<file path="config.mk">
export PLATFORM = sky130hd
export DESIGN_NAME = signed_integer_alu_unit
export DESIGN_NICKNAME = d
export VERILOG_FILES = /design/src/design/sia_pkg.sv /design/src/design/signed_integer_alu_unit.sv
export VERILOG_INCLUDE_DIRS = /design/src /design/src/design
export SDC_FILE = /design/constraint.sdc
export NUM_CORES = 2
export LEC_CHECK = 0
export BUFFER_PORTS_ARGS = -buffer_cell sky130_fd_sc_hd__buf_2
export CAP_MARGIN = 15
export CORE_ASPECT_RATIO = 0.7
export CORE_MARGIN = 5
export CORE_UTILIZATION = 35
export CTS_CLUSTER_DIAMETER = 100
export DETAILED_ROUTE_END_ITERATION = 6
export SYNTH_ARGS = -nofsm -noshare
export SYNTH_HDL_FRONTEND = slang
export SYNTH_SLANG_ARGS = --single-unit
</file>
<file path="constraint.sdc">
create_clock -name i_clk -period 60.3 [get_ports i_clk]
set_input_delay 3.015 -clock i_clk [delete_from_list [all_inputs] [get_ports i_clk]]
set_output_delay 3.015 -clock i_clk [all_outputs]
set_load 0.02 [all_outputs]
</file>
<file path="src/design/signed_integer_alu_unit_assert.svh">
// assertion macros shared by the signed integer alu unit
// no dependencies
`ifndef SIGNED_INTEGER_ALU_UNIT_ASSERT_SVH
`define SIGNED_INTEGER_ALU_UNIT_ASSERT_SVH

// implication checked on every rising clock edge outside reset
`define SIA_ASSERT_IMPL(label, clk, rst_n, cond, prop, msg) \
    label: assert property (@(posedge clk) disable iff (!rst_n) (cond) |-> (prop)) \
        else $error(msg);

// next-cycle implication checked outside reset
`define SIA_ASSERT_NEXT(label, clk, rst_n, cond, prop, msg) \
    label: assert property (@(posedge clk) disable iff (!rst_n) (cond) |=> (prop)) \
        else $error(msg);

`endif

</file>
<file path="src/design/sia_pkg.sv">
// package for the signed integer alu unit: operation codes
// no dependencies
`timescale 1ns / 1ps

package sia_pkg;
    localparam int OP_WIDTH = 4;
    typedef logic [OP_WIDTH-1:0] t_op;
    localparam t_op OP_ADD  = 4'd0;
    localparam t_op OP_SUB  = 4'd1;
    localparam t_op OP_MUL  = 4'd2;
    localparam t_op OP_DIV  = 4'd3;
    localparam t_op OP_LT   = 4'd4;
    localparam t_op OP_LE   = 4'd5;
    localparam t_op OP_GT   = 4'd6;
    localparam t_op OP_GE   = 4'd7;
    localparam t_op OP_ABS  = 4'd8;
    localparam t_op OP_ZERO = 4'd9;
endpackage

</file>
<file path="src/design/signed_integer_alu_unit.sv">
// signed integer alu unit: pipelined add/sub/mul/abs/compare and restoring divider
// depends on sia_pkg and signed_integer_alu_unit_assert.svh
//
// channel | dir | tdata fields (low bit up)                        | tuser
// s_axis  | in  | operand_a[W], operand_b[W], pad to bytes          | op[4]
// m_axis  | out | value[W], remainder[W], flag, div_by_zero, pad    | none
//
// one beat per cycle while m_axis is not stalled; one quotient bit per
// divider stage, plus prep, pass-through and output (sign-fix) stages.
// the multiplier is split over the prep and first stage.
// reset clears stage valid bits only.
// a stall at m_axis holds the whole pipeline; s_axis_tready follows it.
`timescale 1ns / 1ps

`include "signed_integer_alu_unit_assert.svh"

module signed_integer_alu_unit #(
    parameter int DATA_WIDTH = 16
) (
    input  logic                    i_clk,
    input  logic                    i_rst_n,
    input  logic                    s_axis_tvalid,
    output logic                    s_axis_tready,
    // operand_a, operand_b
    input  logic [((2*DATA_WIDTH+7)/8)*8-1:0] s_axis_tdata,
    // op
    input  sia_pkg::t_op            s_axis_tuser,
    output logic                    m_axis_tvalid,
    input  logic                    m_axis_tready,
    // value, remainder, flag, div_by_zero
    output logic [((2*DATA_WIDTH+2+7)/8)*8-1:0] m_axis_tdata
);
    import sia_pkg::*;

    localparam int W      = DATA_WIDTH;
    localparam int NST    = W + 2;
    localparam int OUT_W  = ((2*W+2+7)/8)*8;
    localparam int HW     = (W+1)/2;

    typedef struct packed {
        t_op          op;
        logic         neg_q;
        logic         neg_r;
        logic         dz;
        logic [W-1:0] quo;
        logic [W-1:0] rem;
        logic [W-1:0] num;
        logic [W-1:0] den;
        logic [W-1:0] res;
        logic         flag;
    } t_stage;

    logic   adv;
    logic   [NST-1:0] r_vld;
    t_stage r_st [NST];
    t_stage n_st [NST];
    logic [W-1:0] r_mlo, r_mhi;
    logic [W-1:0] r_out_v, r_out_r;
    logic         r_out_f, r_out_z, r_out_vld;

    assign adv = !r_out_vld || m_axis_tready;
    assign s_axis_tready = adv;

    logic signed [W-1:0] a, b;
    assign a = s_axis_tdata[W-1:0];
    assign b = s_axis_tdata[2*W-1:W];

    always_comb begin
        logic lt, gt;
        n_st[0] = '0;
        lt = a < b;
        gt = b < a;
        n_st[0].op    = s_axis_tuser;
        n_st[0].neg_q = a[W-1] ^ b[W-1];
        n_st[0].neg_r = a[W-1];
        n_st[0].dz    = (b == '0);
        n_st[0].num   = a[W-1] ? W'(-a) : a;
        n_st[0].den   = b[W-1] ? W'(-b) : b;
        case (s_axis_tuser)
            OP_ADD:  n_st[0].res = W'(a + b);
            OP_SUB:  n_st[0].res = W'(a - b);
            OP_ABS:  n_st[0].res = a[W-1] ? W'(-a) : a;
            OP_LT:   n_st[0].flag = lt;
            OP_LE:   n_st[0].flag = !gt;
            OP_GT:   n_st[0].flag = gt;
            OP_GE:   n_st[0].flag = !lt;
            OP_ZERO: n_st[0].flag = (a == '0);
            default: n_st[0].res = '0;
        endcase
    end

    // multiplier: low-half and high-half partial products of b
    always_ff @(posedge i_clk) begin
        if (adv) begin
            r_mlo <= W'(a * W'(b[HW-1:0]));
            r_mhi <= W'(a * W'(b[W-1:HW]));
        end
    end

    // divider stages: stage k produces quotient bit W-k
    for (genvar k = 1; k <= W; k++) begin : g_div
        always_comb begin
            logic [W:0] trial;
            n_st[k] = r_st[k-1];
            trial = {r_st[k-1].rem, r_st[k-1].num[W-k]};
            if (trial >= {1'b0, r_st[k-1].den}) begin
                n_st[k].rem = W'(trial - {1'b0, r_st[k-1].den});
                n_st[k].quo[W-k] = 1'b1;
            end else begin
                n_st[k].rem = trial[W-1:0];
            end
            if (k == 1 && r_st[0].op == OP_MUL) begin
                n_st[k].res = W'(r_mlo + (r_mhi << HW));
            end
        end
    end

    always_comb begin
        n_st[NST-1] = r_st[NST-2];
    end

    always_ff @(posedge i_clk) begin
        if (!i_rst_n) begin
            r_vld <= '0;
            r_out_vld <= 1'b0;
        end else if (adv) begin
            r_vld <= {r_vld[NST-2:0], s_axis_tvalid};
            r_out_vld <= r_vld[NST-1];
        end
    end

    always_ff @(posedge i_clk) begin
        if (adv) begin
            for (int k = 0; k < NST; k++) begin
                r_st[k] <= n_st[k];
            end
        end
    end

    // sign fix and result select
    always_ff @(posedge i_clk) begin
        t_stage s;
        s = r_st[NST-1];
        if (adv) begin
            r_out_v <= s.res;
            r_out_r <= '0;
            r_out_f <= s.flag;
            r_out_z <= 1'b0;
            if (s.op == OP_DIV) begin
                if (s.dz) begin
                    r_out_v <= '0;
                    r_out_z <= 1'b1;
                end else begin
                    r_out_v <= s.neg_q ? W'(-s.quo) : s.quo;
                    r_out_r <= s.neg_r ? W'(-s.rem) : s.rem;
                end
            end
        end
    end

    assign m_axis_tvalid = r_out_vld;
    assign m_axis_tdata  = OUT_W'({r_out_z, r_out_f, r_out_r, r_out_v});

    `SIA_ASSERT_IMPL(a_dz_zero, i_clk, i_rst_n, m_axis_tvalid && r_out_z, r_out_v == '0 && r_out_r == '0, "div by zero with nonzero result")
    `SIA_ASSERT_NEXT(a_hold, i_clk, i_rst_n, m_axis_tvalid && !m_axis_tready, m_axis_tvalid && $stable(m_axis_tdata), "output changed under stall")
    `SIA_ASSERT_IMPL(a_ready, i_clk, i_rst_n, !m_axis_tvalid, s_axis_tready, "not ready while output empty")
endmodule
</file>
Word-level counts from Yosys, hierarchy flattened:

Memories as Yosys holds them, arrays and structs flattened.
Index checks and enable logic that the tools add are counted.

* flip-flop bits (word level): 77
* memory bits (writable): 1584
* input bits: 40
* memories: 1

Memory list
* r_st: words 18, bits a word 88, read ports 18, clocked after Yosys merged registers in 0, write ports 18, RTL line signed_integer_alu_unit.sv:55 `t_stage r_st [NST];`

* add/subtract/negate cells: 23
* multipliers: 2
* order comparisons: 18
* equality and inequality tests: 9
* multiplexer cells: 44
* bitwise operators: 2
* reductions and logical operators: 8

Operators by type and width (number)
* $mux W16: 23
* $ge A17 B16 Y1: 16
* $sub A16 B16 Y16: 17
* $neg A16 Y16: 4
* $pmux W16 S3: 1
* $add A16 B16 Y16: 2
* $logic_not A16 Y1: 2
* $lt A16 B16 Y1: 2
* $mux W1: 19
* $eq A4 B3 Y1 const B: 4
* $mul A16 B8 Y16: 1
* $mul A16 B8 Y8: 1
* $eq A4 B2 Y1 const B: 2
* $eq A4 B4 Y1 const B: 2
* $pmux W1 S5: 1
* $eq A4 B1 Y1 const B: 1
* $logic_not A4 Y1: 1
* $logic_not A1 Y1: 3
* $reduce_or A2 Y1: 1
* $logic_or A1 B1 Y1: 1
* $not A1 Y1: 1
* $xor A1 B1 Y1: 1

Depth between registers and ports, before layout:

An unclocked memory read counts as a cell.

* depth after elaboration: 5
* gate-level depth with buffers: 19

Worst setup path before layout:

Ideal clock, no wire load.

* path type: input to output
* start point: input m_axis_tready
* end point: output s_axis_tready
* data arrival time: 38593 ps
* data required time: 57285 ps
* path slack: 18692 ps
* cell stages on the path: 3
* path buffers: 1
* path through: nor2b_1 -> clkinv_1 -> clkbuf_1

* cells in the longest elaborated chain, start to end: 1

RTL lines
* start: declaration: RTL line signed_integer_alu_unit.sv:29 `input logic m_axis_tready,`
* $logic_or A1 B1 Y1: RTL line signed_integer_alu_unit.sv:61 `assign adv = !r_out_vld || m_axis_tready;`
* end: declaration: RTL line signed_integer_alu_unit.sv:23 `output logic s_axis_tready,`

Every way passes these cells.

Final worst setup path:

* start point: input s_axis_tdata[1]
* end point: register r_mlo[15] (data pin)

* cells in the longest elaborated chain, start to end: 1

RTL lines
* start: declaration: RTL line signed_integer_alu_unit.sv:25 `input logic [((2*DATA_WIDTH+7)/8)*8-1:0] s_axis_tdata,`
* $mul A16 B8 Y16: RTL line signed_integer_alu_unit.sv:95 `r_mlo <= W'(a * W'(b[HW-1:0]));`
* end signal: assignment: RTL line signed_integer_alu_unit.sv:95
* end: declaration: RTL line signed_integer_alu_unit.sv:57 `logic [W-1:0] r_mlo, r_mhi;`

Every way passes these cells.
A chain may end at the register's enable or synchronous reset.

==> reports/metrics.yaml <==
synthesis:
  yosysMostFrequentCell: "edfxtp_1"
  synth_warnings: 0
  netlist_area_um2: 61600
  synthTopCellsByArea: "edfxtp_1, ha_1, fa_1, inv_1, xnor2_1"
  yosys_register_bits: 1325
  yosys-top-cells-count: "edfxtp_1, inv_1, ha_1"
  ys_seq_area_share_pct: 64.3
  synth_top_cell_by_area: "edfxtp_1"
  async_flop_share_pct: 0
  synth_edf_count: 1306
  syn_inst: 4444
  synth_top_area_share_pct: 63.7
  synth_ff_type: "edfxtp_1"
  avgSynthCellArea_um2: 13.9
  synthDistinctLibCells: 90
clocking:
  cts_resized: 0
  insertion_delay_ns: 0.77
  path_clk_slew_ns: 0.07
  cts_hold_buffers: 0
  cts_tree: "done"
  cts_buffer_depth: 3
  numCtsBuffers: 120
  post_cts_buffers: 0
  htreeDepth: 3
  cts.sinks: 1325
  root_buffer: "clkbuf_16"
placement:
  port_buffers: 75
  gp_congestion: 0.868
  dp_hpwl_mm: 87.2
  dpl-instance-area_um2: 64700
  dp.cells: 6803
critical_path:
  slowest_stage: "a2111oi_0"
  crit_required_ns: 60.78
  critPathKind: "primary input to flop"
  worstPathCellList: "buf_2 > inv_1 > nor2_1 > fa_1 > fa_1 > fa_1 > inv_1 > fa_1 > inv_1 > ha_1 > or3_1 > o21ai_0 > a21oi_1 > and4_1 > a2111oi_0 > a21oi_1 > xnor2_1"
  startpoint_type: "primary input"
  crit_arrival_ns: 8.04
  cpPeakStageDelay_ns: 0.60
  crit_family: "adder cells"
  cp_num_buf_inv: 4
  cpMostUsedCell: "fa_1"
  cp-end-kind: "flop"
  crit_fanout: 14
drt:
  antenna_left: 0
  drt-wirelength-per-cell_um: 17.2
  wl_met3_mm: 8.19
  finalWirelength_mm: 121
  m1WireLength_mm: 59.9
  first_pass_iters: 7
  vias_per_cell: 4.82
  drt-initial-drc-count: 2720
  wl_met2_mm: 49.6
  maxUsedRoutingLayer: "met5"
  drc: 0
  vias: 33900
die:
  io_pins: 82
  core_area_um2: 174000
  start_util_pct: 35.3
  dieArea_um2: 185000
  num_rows: 128
  chipWidth_um: 511
  chipHeight_um: 361
final_layout:
  fin_cells: 7030
  drive_above_1_share_pct: 9.60
  nFillCells: 16200
  final_net_count: 5039
  stdcell_area_um2: 68700
  syn_to_final_growth_pct: 11.5
  seq_area_um2: 39600
  final_util_pct: 39.4
  multi_input_area_um2: 19800
timing:
  slew_headroom_pct: 21.1
  rsz0062_at_grt: "no"
  tightest_slew_ns: 1.18
  min_period_over_period_pct: 12.5
  fin_crit_ns: 7.56
  clock.fmax_mhz: 132
  skew_ns: 0.0524
  tns_ns: 0
  setup_viol_count_final: 0
  slew_viol_final: 0
  hold_viol_final: 0
grt:
  grt_pass1_vias: 33500
  grt_max_degree: 94
  antenna_found_initial: 6
  grt_pass1_wl_mm: 192
  grt.overflow.total: 0
  grtUsageTotal_pct: 13.0
status:
  status: "finished, final reports clean"
power:
  ir_drop_uv: 25.1
  powerDensity_nw_per_um2: 40.3
  leakagePower_nw: 28.1
flow_run:
  max_cap_viol_count: 0
worst_hold_path:
  hold_class: "flop to flop"
==> cell usage in the layout (no fill, tap or decap), types with 22 or more instances in the layout <==
cell and count:
a21oi_1 184, clkinv_1 26, o31a_1 23, mux2_2 68, nand3_1 26, a21o_1 60
xor2_1 96, edfxtp_1 1306, mux2i_1 26, o31ai_1 46, buf_2 76, nand4_1 58
mux2_4 42, a211oi_1 46, ha_1 324, nor4_1 44, nor2b_1 38, fa_1 90
and2_1 66, o21a_1 52, nand2b_1 49, xnor2_1 181, inv_1 453, nand2_1 315
a21boi_0 22, clkbuf_16 121, buf_4 29, o21ai_0 228, nor3_1 64, nor2_1 205
==> where the power goes <==
part	total, mW	switching [mW]	internal (mW)
clock network	0.774	0.342	0.432
logic	0.721	0.406	0.316
registers	1.27	0.0706	1.20
total	2.77	0.818	1.95
==> final cells by class <==
class	count	share of cell area, %
sequential	1325	57.6
multi-input combinational	2578	28.8
clock buffer	142	4.52
tap	2340	4.26
inverter	455	2.50
clock inverter	83	1.36
timing repair buffer	105	0.871
antenna	2	0.00729
==> kinds of logic after synthesis <==
kind of cell | count (synthesis) | share of synthesized area, %
DFF | 1325 | 64.3
and+or+nand+nor | 948 | 7.64
AOI/OAI and AO/OA | 791 | 8.19
buffers and inverters | 546 | 3.64
adders and majority gates | 414 | 9.51
xor gates and xnor gates | 277 | 3.94
muxes | 142 | 2.80
other | 1 | 0.00609
==> sequential cells by signal, summed over array words and instances, names as in the netlist <==
signal and cells:
r_vld 18, r_st 1248, m_axis_tvalid 1, r_out_z 1, r_mhi 8, r_out_v 16
r_out_r 16, r_out_f 1, r_mlo 16
==> final timing paths <==
check / startpoint / slack, ns / cells past startpoint / end
setup / recovery: s_axis_tdata[1] / 52.74 / 17 / r_mlo[15]$_DFFE_PP_
hold / removal: r_st[2][83]$_DFFE_PP_ / 0.39 / 0 / r_st[3][83]$_DFFE_PP_
setup reg to reg: m_axis_tvalid$_SDFFE_PN0P_ / 55.55 / 7 / r_st[12][50]$_DFFE_PP_
hold reg to reg: r_st[2][83]$_DFFE_PP_ / 0.39 / 0 / r_st[3][83]$_DFFE_PP_
==> metal layers <==
| layer | track usage (%) | vias up |
|---|---|---|
| met3 | 3.05 | 197 |
| li1 | - | 16500 |
| met5 | 0 | - |
| met2 | 18.3 | 882 |
| met1 | 19.8 | 16300 |
| met4 | 3.76 | 4 |
==> per-stage QoR <==
step	hold WS [ns]	setup slack (ns)	total power, mW
floorplan	0.400	18.69	1.82
global placement	0.401	51.87	1.99
detailed placement	0.405	51.96	2.01
CTS	0.379	52.76	2.79
global route	0.396	52.41	2.94
finish	0.390	52.74	2.77
==> worst register-to-register path: stages, from the launching register on <==
cell	delay, ns
dfxtp_1	0.30
nor2b_1	0.12
buf_4	0.21
inv_8	0.45
buf_4	0.86
buf_4	0.76
buf_4	0.76
buf_4	0.91
No activity file was read; power rests on OpenSTA's default activity.
